### src/xss_pkg.sv
// Shared types, constants and character helpers of the XML structure sniffer.
// Used by every design module but the checker; depends on nothing.
package xss_pkg;

  localparam int STACK_DEPTH_DEF = 64;
  localparam int NAME_MAX_DEF    = 32;
  localparam int COUNT_WIDTH_DEF = 16;

  localparam int          LIMIT_W     = 17;
  localparam logic [16:0] LIMIT_RESET = 17'h10000;
  localparam int          CUR_W       = 7;
  localparam int          NUM_CNT     = 10;
  localparam int          TDATA_OUT_W = 48;

  // tag counter slots
  localparam int C_START   = 0;
  localparam int C_END     = 1;
  localparam int C_MATCHED = 2;
  localparam int C_SELF    = 3;
  localparam int C_ATTR    = 4;
  localparam int C_XMLNS   = 5;
  localparam int C_XMLDECL = 6;
  localparam int C_DOCTYPE = 7;
  localparam int C_COMMENT = 8;
  localparam int C_CDATA   = 9;

  // configuration register index
  localparam logic REG_SAMPLE_LIMIT = 1'b0;

  typedef enum logic [4:0] {
    M_BOM0, M_BOM1, M_BOM2, M_TEXT, M_LT, M_BANG, M_KW_COMMENT, M_KW_CDATA,
    M_KW_DOCTYPE, M_COMMENT, M_CDATA, M_PI_START, M_PI_TARGET, M_PI_BODY,
    M_DOCTYPE, M_ETAG_START, M_ETAG_NAME, M_ETAG_WS, M_TAG_NAME, M_TAG_LOOP,
    M_TAG_SLASH, M_ATTR_NAME, M_ATTR_EQ, M_ATTR_VALWS, M_ATTR_VALUE, M_VALUE_LT
  } scan_mode_e;

  typedef struct packed {
    logic invalid;
    logic stop;
    logic root_seen;
    logic root_closed;
    logic separated;
    logic qmark;
    logic mismatch;
  } flags_t;

  typedef struct packed {
    logic zero;
    logic root_closed;
  } snap_stat_t;

  function automatic logic is_ws(input logic [7:0] c);
    return c == 8'h20 || c == 8'h09 || c == 8'h0D || c == 8'h0A;
  endfunction

  function automatic logic is_name_start(input logic [7:0] c);
    return (c >= "A" && c <= "Z") || (c >= "a" && c <= "z") || c == "_" || c == ":";
  endfunction

  function automatic logic is_name_char(input logic [7:0] c);
    return is_name_start(c) || (c >= "0" && c <= "9") || c == "-" || c == ".";
  endfunction

  function automatic logic [7:0] kw_char(input scan_mode_e m, input logic [2:0] idx);
    logic [7:0] r;
    r = 8'h00;
    case (m)
      M_KW_COMMENT: r = "-";
      M_KW_CDATA: begin
        case (idx)
          3'd1: r = "C";
          3'd2: r = "D";
          3'd3: r = "A";
          3'd4: r = "T";
          3'd5: r = "A";
          3'd6: r = "[";
          default: r = 8'h00;
        endcase
      end
      default: begin
        case (idx)
          3'd1: r = "O";
          3'd2: r = "C";
          3'd3: r = "T";
          3'd4: r = "Y";
          3'd5: r = "P";
          3'd6: r = "E";
          default: r = 8'h00;
        endcase
      end
    endcase
    return r;
  endfunction

  function automatic logic [7:0] xml_char(input logic [1:0] idx);
    logic [7:0] r;
    case (idx)
      2'd0: r = "x";
      2'd1: r = "m";
      2'd2: r = "l";
      default: r = 8'h00;
    endcase
    return r;
  endfunction

  function automatic logic [7:0] ns_char(input logic [2:0] idx);
    logic [7:0] r;
    case (idx)
      3'd0: r = "x";
      3'd1: r = "m";
      3'd2: r = "l";
      3'd3: r = "n";
      3'd4: r = "s";
      3'd5: r = ":";
      default: r = 8'h00;
    endcase
    return r;
  endfunction

endpackage

### src/xss_emit.sv
// Evidence stage of the XML structure sniffer: turns a final count snapshot into
// the result word and holds it in the output register. Depends on xss_pkg.
module xss_emit #(
  parameter int COUNT_WIDTH = xss_pkg::COUNT_WIDTH_DEF
) (
  input  logic                             clk_i,
  input  logic                             rst_ni,
  input  logic                             snap_valid_i,
  input  logic [COUNT_WIDTH-1:0]           snap_cnt_i [xss_pkg::NUM_CNT],
  input  xss_pkg::snap_stat_t              snap_stat_i,
  output logic                             snap_pop_o,
  output logic                             m_valid_o,
  input  logic                             m_ready_i,
  output logic [xss_pkg::TDATA_OUT_W-1:0]  m_data_o
);

  function automatic logic [39:0] cap(input logic [39:0] v, input logic [39:0] m);
    return (v < m) ? v : m;
  endfunction

  logic [39:0] st, en, mt, sf, at, xn, xd, dt, cm, cd;
  logic [39:0] tags, score, sig_sum;
  logic [15:0] tags_f;
  logic [20:0] score_f;
  logic [2:0]  strong_f;
  logic        dec_f;
  logic [xss_pkg::TDATA_OUT_W-1:0] data_d;
  logic        out_v_q;

  always_comb begin
    st = 40'(snap_cnt_i[xss_pkg::C_START]);
    en = 40'(snap_cnt_i[xss_pkg::C_END]);
    mt = 40'(snap_cnt_i[xss_pkg::C_MATCHED]);
    sf = 40'(snap_cnt_i[xss_pkg::C_SELF]);
    at = 40'(snap_cnt_i[xss_pkg::C_ATTR]);
    xn = 40'(snap_cnt_i[xss_pkg::C_XMLNS]);
    xd = 40'(snap_cnt_i[xss_pkg::C_XMLDECL]);
    dt = 40'(snap_cnt_i[xss_pkg::C_DOCTYPE]);
    cm = 40'(snap_cnt_i[xss_pkg::C_COMMENT]);
    cd = 40'(snap_cnt_i[xss_pkg::C_CDATA]);
    tags  = st + en;
    score = cap(st, 40'd12) * 40'd2 + cap(mt, 40'd8) * 40'd4 + cap(at, 40'd8)
          + xd * 40'd10 + dt * 40'd8 + cap(xn, 40'd2) * 40'd8
          + cap(cm, 40'd2) * 40'd2 + cap(cd, 40'd2) * 40'd4;
    sig_sum = mt + xd * 40'd2 + dt * 40'd2 + xn * 40'd2
            + (snap_stat_i.root_closed ? 40'd2 : 40'd0);
    tags_f   = (tags > 40'd65535) ? 16'hFFFF : tags[15:0];
    score_f  = (score > 40'd2097151) ? 21'h1FFFFF : score[20:0];
    strong_f = (sig_sum > 40'd4) ? 3'd4 : sig_sum[2:0];
    dec_f = (st != '0 && (xd != '0 || dt != '0 || xn != '0))
         || (snap_stat_i.root_closed && mt >= 40'd2)
         || (st >= 40'd3 && mt >= 40'd2)
         || (st >= 40'd4 && sf >= 40'd2);
    if (snap_stat_i.zero) begin
      tags_f = '0;
      score_f = '0;
      strong_f = '0;
      dec_f = 1'b0;
    end
    data_d = {7'd0, dec_f, strong_f, score_f, tags_f};
  end

  assign snap_pop_o = snap_valid_i && (!out_v_q || m_ready_i);

  always_ff @(posedge clk_i or negedge rst_ni) begin
    if (!rst_ni) begin
      out_v_q <= 1'b0;
    end else if (snap_pop_o) begin
      out_v_q <= 1'b1;
    end else if (m_ready_i) begin
      out_v_q <= 1'b0;
    end
  end

  always_ff @(posedge clk_i) begin
    if (snap_pop_o) m_data_o <= data_d;
  end

  assign m_valid_o = out_v_q;

endmodule

### config.mk
export PLATFORM = sky130hd
export DESIGN_NAME = xss_emit
export DESIGN_NICKNAME = d
export VERILOG_FILES = /design/src/xss_pkg.sv /design/src/xss_emit.sv
export SDC_FILE = /design/constraint.sdc
export NUM_CORES = 1
export LEC_CHECK = 0
export ABC_CLOCK_PERIOD_IN_PS = 3000
export BUFFER_PORTS_ARGS = -buffer_cell sky130_fd_sc_hd__buf_2
export CORE_UTILIZATION = 60
export DETAILED_ROUTE_END_ITERATION = 12
export PLACE_DENSITY = 0.89
export SLEW_MARGIN = 20
export SYNTH_ARGS = -nofsm -noshare
export SYNTH_HDL_FRONTEND = slang
export SYNTH_SLANG_ARGS = --single-unit
### constraint.sdc
create_clock -name clk_i -period 3 [get_ports clk_i]
set_input_delay 0.3 -clock clk_i [delete_from_list [all_inputs] [get_ports clk_i]]
set_output_delay 0.3 -clock clk_i [all_outputs]
set_load 0.05 [all_outputs]
==> reports/qor.yml, run 1 <==
status: "did not finish"
haltStage: "5_1_grt"
error_message: "[ERROR GRT-0116] Global routing finished with congestion. Check the congestion regions in the DRC Viewer."
rows: 42
grt.total_usage_pct: 58.7
initial_utilization_pct: 62.2
die_w_microns: 120
grt_max_degree: 42
grt_overflow: 1
finalWeightedCongestion: 0.930
cts_sinks: 42
cts.path.max_buffers: 2
async_flop_share_pct: 2.38
synthCells: 861
yosys_warnings: 0
synth_seq_cells: 42
cts_root_buffer: "clkbuf_16"
hpwlAfterDp_microns: 22700
syn-cell-area_sq_mm: 0.00830
synthDistinctLibCells: 63
htreeDepth: 2
synth.avg_cell_area_sq_um: 9.64
portBuffers: 207
cts_buffers: 5
die_y_microns: 120
grt_first_pass_wirelength_microns: 61600
synth-seq-area-share_pct: 15.1
ys.flop_type: "edfxtp_1"
ios: 216
grt_pass1_vias: 11557
synth_edf_count: 41
per-layer routing:
layer  overflow  GRT usage [%]
met5          0              0
met4          0           58.9
met1          0           59.6
met3          0           29.5
met2          1           85.6
timing repair:
item,4_1_cts
gates resized for setup,76
pin swaps,19
hold endpoints to repair,1
hold buffers,1
cloned,2
endpoints found under the setup margin,24
buffers inserted,7
kinds of logic after synthesis:
group                      share of synthesized area (%)
adders and majority gates                           44.8
AOI/OAI and AO/OA                                   14.9
and+or+nand+nor                                     12.0
buffers and inverters                               7.94
xor gates and xnor gates                            4.43
DFF                                                 15.1
muxes                                              0.723
other                                             0.0904
synth_stat cells (7+ instances only):
master / n / share of area, %
nand2b_1: 11 / 0.83
o21a_1: 12 / 1.1
nand3_1: 17 / 1.0
edfxtp_1: 41 / 15
nor4_1: 33 / 2.5
xor2_1: 26 / 2.7
nand4_1: 8 / 0.60
ha_1: 93 / 14
and2_1: 10 / 0.75
nand2_1: 29 / 1.3
inv_1: 147 / 6.6
nor3_1: 17 / 1.0
a31oi_1: 7 / 0.53
nor2_1: 32 / 1.4
buf_4: 7 / 0.63
clkbuf_1: 11 / 0.50
a21o_1: 18 / 1.6
fa_1: 127 / 31
o21ai_0: 26 / 1.6
a21oi_1: 76 / 4.6
xnor2_1: 16 / 1.7
o21bai_1: 7 / 0.63
per-stage QoR:
stage / hold WS [ns] / worst slack [ns] / TNS (ns) / instances / area, sq um
after floorplan: 0.00441 / -2.68 / -56.50 / 944 / 8940
after global placement: 0.0747 / -3.40 / -73.87 / 1506 / 11600
after detailed placement: 0.0788 / -3.66 / -79.39 / 1506 / 11600
after CTS: 0.218 / -3.28 / -70.04 / 1524 / 12200
==> run 2, diff against run 1 <==
--- a/config.mk
+++ b/config.mk
@@ -7,9 +7,9 @@
 export LEC_CHECK = 0
 export ABC_CLOCK_PERIOD_IN_PS = 3000
 export BUFFER_PORTS_ARGS = -buffer_cell sky130_fd_sc_hd__buf_2
-export CORE_UTILIZATION = 60
+export CORE_UTILIZATION = 40
 export DETAILED_ROUTE_END_ITERATION = 12
-export PLACE_DENSITY = 0.89
+export PLACE_DENSITY_LB_ADDON = 0.15
 export SLEW_MARGIN = 20
 export SYNTH_ARGS = -nofsm -noshare
 export SYNTH_HDL_FRONTEND = slang
==> run 2 against run 1 <==
Compared with the run above:
- the flow now finishes, with violations (setup timing)
- area after synthesis is the same
- synthesized cell count is the same
==> reports/qor.yml, run 2 <==
cts_buffers: 5  # unchanged
synth.avg_cell_area_sq_um: 9.64  # unchanged
portBuffers: 207  # unchanged
drive_above_1_share_pct: 37.6
synth_seq_cells: 42  # unchanged
max_freq_mhz: 164
synthCells: 861  # unchanged
hold_ws_ns: 0.217
cts_root_buffer: "clkbuf_16"  # unchanged
slew_headroom_pct: 40.1
num_vias: 7651
grt.total_usage_pct: 21.4
violations: "setup timing"
finalWeightedCongestion: 0.888  # was 0.930
final_common_cell: "buf_2"
status: "complete, but fails checks"  # was did not finish
required_ns: 3.00
rows: 52  # was 42
slew_viol_final: 0
min_path_cells: 2
totalPowerFinal_w: 0.0133
endpoint_kind: "flip-flop"
hpwlAfterDp_microns: 19300  # was 22700 microns
largest_reg_flops: 41
dieArea_sq_mm: 0.0213
hold_violations: 0
synth.most_common_cell: "inv_1"  # unchanged
syn-cell-area_sq_mm: 0.00830  # unchanged
drt_iter0_drc: 235
tightest_slew_ns: 0.899
path_delay_family: "adder cells"
timing.critical_path.from: "snap_cnt_i[50]"
cp.depth: 26
endpoint: "m_data_o[20]"
drcViolationCount: 0
antenna_left: 0
die_w_microns: 146  # was 120 microns
startpoint_type: "input pin"
maxCapViolations: 0
ff2ff_path_depth: 3
initial_utilization_pct: 40.9  # was 62.2%
r2r-start: "m_valid_o"
core_sq_mm: 0.0203
yosysTopAreaCellShare_pct: 30.6  # unchanged
grt_max_degree: 42
htreeDepth: 2  # unchanged
cts.path.max_buffers: 2  # unchanged
grt_first_pass_wirelength_microns: 37000
ys.flop_type: "edfxtp_1"  # unchanged
clk_pin_slew_worst_paths_ns: 0.06
viasPerCell: 4.75
r2r_end: "m_data_o[35]"
worstHoldPathType: "in2reg"
crit_fanout: 11
power_density_mw_per_mm2: 1090
ys_top_cells_by_count: "147 x inv_1, 127 x fa_1, 93 x ha_1, 76 x a21oi_1, 41 x edfxtp_1"  # unchanged
synth_edf_count: 41  # unchanged
yosys_warnings: 0  # unchanged
rrSetupSlack_ns: 1.23
first_pass_iters: 5
yosys.area.top_type: "fa_1"  # unchanged
peakVddDrop_mv: 1.12
cts_sinks: 42  # unchanged
fin_crit_sh_pct: 203
antenna_found_initial: 1
cp_num_buf_inv: 4
synth-seq-area-share_pct: 15.1  # unchanged
ios: 216  # unchanged
period_needed_ns: 6.09
criticalPathCategory: "in2reg"
final.setup.worst_slack_ns: -3.09
total_leakage_power_nw: 6.04
clock_latency_ns: 0.29
synthDistinctLibCells: 63  # unchanged
cp_slowest_cell: "or4_4"
wl_per_cell_microns: 13.5
grt_overflow: 0
die_y_microns: 146  # was 120 microns
areaGrowthSynthToFinish_pct: 46.4
async_flop_share_pct: 2.38  # unchanged
crit_top_cell: "fa_1"
worstPathArrival_ns: 6.08
routed_wl_microns: 21700
largest-register: "m_data_o"
netlist_top_cells_area: "fa_1 31%, edfxtp_1 15%, ha_1 14%, inv_1 6.6%, a21oi_1 4.6%"  # unchanged
grt_pass1_vias: 7888
setup_viol: 24
nNetsFinal: 1724
cts_tree: "yes"
finalClockSkew_ns: 0.00848
critPathMaxStageDelay_ns: 0.51
most-common-layout-cells: "202 x buf_2, 196 x buf_4, 141 x inv_1, 122 x fa_1, 85 x conb_1"
grt_setup_unrepaired: "yes"
-- run 2: cell counts after synthesis --
Identical to the previous run, type by type.
-- run 2: per-stage QoR --
step | util [%] | TNS, ns | cells | worst slack, ns | cell area [sq um]
global route | 59.9 | -72.24 | 1610 | -3.40 | 12200
detailed placement | 57.5 | -76.62 | 1595 | -3.56 | 11700
finish | 59.9 | -65.37 | 1610 | -3.09 | 12200
CTS | 59.5 | -64.83 | 1606 | -3.07 | 12100
global placement | 57.5 | -74.70 | 1595 | -3.46 | 11700
floorplan | - | -56.50 | 944 | -2.68 | 8940
-- run 2: metal layers --
metal  vias up  GRT usage (%)  part of all wire (%)
met5         -              0                     0
met4         0           3.85                  0.69
met3        11           1.25                   4.2
met2       171           38.9                    50
met1      3631           28.5                    45
li1       3838              -                     -
-- run 2: how the worst min path moves through the flow --
| stage | slack (ns) | startpoint | to |
|---|---|---|---|
| 4_1_cts | 0.21 | snap_valid_i | m_valid_o |
| 3_3_place_gp | 0.07 | rst_ni | m_valid_o |
| 5_1_grt | 0.23 | snap_valid_i | m_valid_o |
| 2_1_floorplan | 0.004 | rst_ni | m_valid_o |
| 6_report | 0.22 | snap_valid_i | m_valid_o |
| 3_5_place_dp | 0.08 | rst_ni | m_valid_o |
-- run 2: kinds of logic (layout without fill, tap and decap cells) --
logic type | Yosys count | in the layout | share of synthesized area [%]
AO/OA/AOI/OAI | 194 | 194 | 14.9
adder cells (fa/ha/maj) | 221 | 221 | 44.8
flip-flops | 42 | 42 | 15.1
other | 2 | 86 | 0.0904
buffers and inverters | 168 | 563 | 7.94
multiplexers | 6 | 6 | 0.723
XOR/XNOR | 42 | 42 | 4.43
AND/OR/NAND/NOR | 186 | 186 | 12.0
-- run 2: what timing repair did --
item	4_1_cts	5_1_grt
buffers inserted	2	3
pin swaps	20	2
hold buffers	1	0
endpoints found under the hold margin	1	0
endpoints found under the setup margin	24	24
gates resized for setup	44	10
-- run 2: report_power, final --
group | internal, W | total, W | leakage (nW) | switching, W
Sequential | 0.000996 | 0.00103 | 0.412 | 0.0000333
Clock | 0.000394 | 0.000628 | 0.0781 | 0.000234
Combinational | 0.00575 | 0.0116 | 5.55 | 0.00590
-- run 2: final cells by class --
class,instances,area [sq um]
antenna,1,2.50
clock buffer,7,133
clock inverter,1,30.0
fill,1835,8140
inverter,147,552
multi-input combinational,734,7220
sequential,42,1260
tap,270,338
timing repair buffer,408,2630
Note: power is estimated with default switching activity, not from simulation.
==> run 3, diff against run 2 <==
--- a/config.mk
+++ b/config.mk
@@ -5,8 +5,9 @@
 export SDC_FILE = /design/constraint.sdc
 export NUM_CORES = 1
 export LEC_CHECK = 0
-export ABC_CLOCK_PERIOD_IN_PS = 3000
+export ABC_CLOCK_PERIOD_IN_PS = 6100
 export BUFFER_PORTS_ARGS = -buffer_cell sky130_fd_sc_hd__buf_2
+export CAP_MARGIN = 25
 export CORE_UTILIZATION = 40
 export DETAILED_ROUTE_END_ITERATION = 12
 export PLACE_DENSITY_LB_ADDON = 0.15
==> constraint.sdc (replaced) <==
create_clock -name clk_i -period 6.1 [get_ports clk_i]
set_input_delay 0.61 -clock clk_i [delete_from_list [all_inputs] [get_ports clk_i]]
set_output_delay 0.61 -clock clk_i [all_outputs]
set_load 0.05 [all_outputs]
==> run 3 against run 2 <==
Compared with the run above:
- the flow still finishes with violations (setup timing)
- clock-buffer cell count did not move
- core utilization fell by 5.1 points
- final area fell by 8.4%
- sequential power fell by 51%
- final cell count fell by 6.3%
- global-route usage fell by 0.43 points
- wire length fell by 0.47%
- die area did not move
- clock skew fell by 0.0054 ns
- total power fell by 55%
- clock power fell by 52%
- worst hold slack got worse by 0.13 ns
- highest routed layer unchanged
==> reports/qor.yml, run 3 (synthesis results as in run 2) <==
hold_violations: 0  # unchanged
antenna_left: 0  # unchanged
setup_viol: 21  # was 24
routed_wl_microns: 21600  # was 21700 microns
hpwlAfterDp_microns: 19000  # was 19300 microns
p_int_w: 0.00312  # was 0.00714 W
power_density_mw_per_mm2: 534  # was 1090 mW/mm^2
combPwrFrac_pct: 86.4  # was 87.5%
clock_latency_ns: 0.29  # about the same
grt_max_degree: 43  # was 42
drt_iter0_drc: 251  # was 235
cts_root_buffer: "clkbuf_16"  # unchanged
grt_overflow: 0  # unchanged
rrSetupSlack_ns: 4.71  # was 1.23 ns
crit_fanout: 8  # was 11
violations: "setup timing"  # unchanged
grt_setup_unrepaired: "yes"  # unchanged
grt_first_pass_wirelength_microns: 36000  # was 37000 microns
drcViolationCount: 0  # unchanged
most-common-layout-cells: "201 x buf_2, 144 x inv_1, 125 x fa_1, 98 x buf_4, 85 x conb_1"  # was 202 x buf_2, 196 x buf_4, 141 x inv_1, 122 x fa_1, 85 x conb_1
required_ns: 6.10  # was 3.00 ns
totalPowerFinal_w: 0.00595  # was 0.0133 W
slew_viol_final: 0  # unchanged
tightest_slew_ns: 0.821  # was 0.899 ns
peakVddDrop_mv: 0.472  # was 1.12 mV
wl_per_cell_microns: 14.3  # was 13.5 microns
num_vias: 7426  # was 7651
status: "complete, but fails checks"  # unchanged
place_area_sq_mm: 0.0107  # was 0.0117 sq mm
worstHoldPathType: "in2async"  # was in2reg
largest-register: "m_data_o"  # unchanged
rows: 52  # unchanged
ff2ff_path_depth: 3  # unchanged
cts_sinks: 42  # unchanged
max_freq_mhz: 158
core_sq_mm: 0.0203  # unchanged
total_leakage_power_nw: 5.53  # was 6.04 nW
first_pass_iters: 5  # unchanged
fin_setup_tns_ns: -4.08  # was -65.37 ns
power_switching_share_pct: 47.5  # was 46.3%
nNetsFinal: 1623  # was 1724
areaGrowthSynthToFinish_pct: 34.1  # was 46.4%
worstPathArrival_ns: 6.32  # was 6.08 ns
cts.path.max_buffers: 2  # unchanged
r2r-start: "m_valid_o"  # unchanged
drive_above_1_share_pct: 29.4  # was 37.6%
clk_pin_slew_worst_paths_ns: 0.06  # about the same
portBuffers: 207  # unchanged
p_seq_share_pct: 8.5  # was 7.7%
antenna_found_initial: 0  # was 1
cts_buffers: 5  # unchanged
htreeDepth: 2  # unchanged
die_y_microns: 146  # unchanged
initial_utilization_pct: 40.9  # unchanged
grt.total_usage_pct: 21.0  # was 21.4%
dp_slack_ns: -0.717  # was -3.56 ns
endpoint_kind: "flip-flop"  # unchanged
cts_tree: "yes"  # unchanged
fin_crit_sh_pct: 104
r2r_end: "m_data_o[40]"  # was m_data_o[35]
criticalPathCategory: "in2reg"  # unchanged
finalWeightedCongestion: 0.879  # was 0.888
viasPerCell: 4.92  # was 4.75
finalClockSkew_ns: 0.00310  # was 0.00848 ns
p_switching_w: 0.00283  # was 0.00617 W
die_w_microns: 146  # unchanged
n_antenna_cell: 0  # was 1
grt_pass1_vias: 7520  # was 7888
startpoint_type: "input pin"  # unchanged
final_common_cell: "buf_2"  # unchanged
largest_reg_flops: 41  # unchanged
slew_headroom_pct: 45.3  # was 40.1%
period_needed_ns: 6.32
p_clk_share_pct: 5.1  # was 4.7%
dieArea_sq_mm: 0.0213  # unchanged
maxCapViolations: 0  # unchanged
post-route-cell-area_sq_mm: 0.0111  # was 0.0122 sq mm
ios: 216  # unchanged
final.setup.worst_slack_ns: -0.218  # was -3.09 ns
ctsHoldBuffers: 0  # was 1
-- run 3: cell type report --
cell class / count / area [sq um]
Fill cell: 1931 / 9170
Clock inverter: 1 / 30.0
Inverter: 147 / 552
Sequential cell: 42 / 1260
Timing Repair Buffer: 307 / 1850
Multi-Input combinational cell: 734 / 6970
Clock buffer: 7 / 133
Tap cell: 270 / 338
-- run 3: timing repair --
item	in CTS	in global routing
gates cloned	1	0
buffers inserted	1	1
resized for setup	29	5
setup endpoints to repair	21	21
pin swaps	8	4
-- run 3: routing by layer --
layer	vias up	part of all wire, %	global-route usage, %
li1	3643	-	-
met1	3568	45	28.2
met2	197	49	36.7
met3	18	5.3	2.25
met4	0	1.4	4.58
met5	-	0	0
-- run 3: worst max-delay path by stage --
stage	cells after the start	start	end
after detailed placement	26	snap_cnt_i[52]	m_data_o[21]
after global placement	26	snap_cnt_i[52]	m_data_o[18]
after CTS	26	snap_cnt_i[52]	m_data_o[21]
final	26	snap_cnt_i[52]	m_data_o[21]
after global routing	26	snap_cnt_i[52]	m_data_o[27]
after floorplan	25	snap_cnt_i[49]	m_data_o[35]
-- run 3: stage by stage --
stage / util (%) / instances / hold WS, ns
floorplan: - / 944 / 0.314
global placement: 52.9 / 1496 / 0.385
detailed placement: 52.9 / 1496 / 0.386
CTS: 54.6 / 1506 / 0.0789
global route: 54.8 / 1508 / 0.0770
finish: 54.8 / 1508 / 0.0853
-- run 3: power by group through the flow --
| stage | registers (W) | logic (W) | clock network [W] |
|---|---|---|---|
| floorplan | 0.000773 | 0.00334 | 0 |
| global placement | 0.000514 | 0.00501 | 0 |
| finish | 0.000506 | 0.00514 | 0.000301 |
| detailed placement | 0.000515 | 0.00506 | 0 |
| CTS | 0.000509 | 0.00516 | 0.000307 |
| global route | 0.000514 | 0.00583 | 0.000315 |
-- run 3: critical path, stage by stage --
cell and delay, ns:
buf_8 0.11, ha_4 0.27, ha_4 0.18, a21o_1 0.16
a21oi_2 0.16, o2111ai_2 0.12, a21bo_2 0.24, o21a_1 0.21
or4_4 0.51, a31oi_4 0.17, xnor2_2 0.10, fa_1 0.52
inv_2 0.04, fa_1 0.44, fa_1 0.46, fa_1 0.51
inv_2 0.05, ha_4 0.14, a21o_1 0.14, a21o_1 0.17
nor3b_2 0.16, o211ai_1 0.12, a311o_1 0.33, o21ai_4 0.11
buf_6 0.17, a21oi_1 0.07
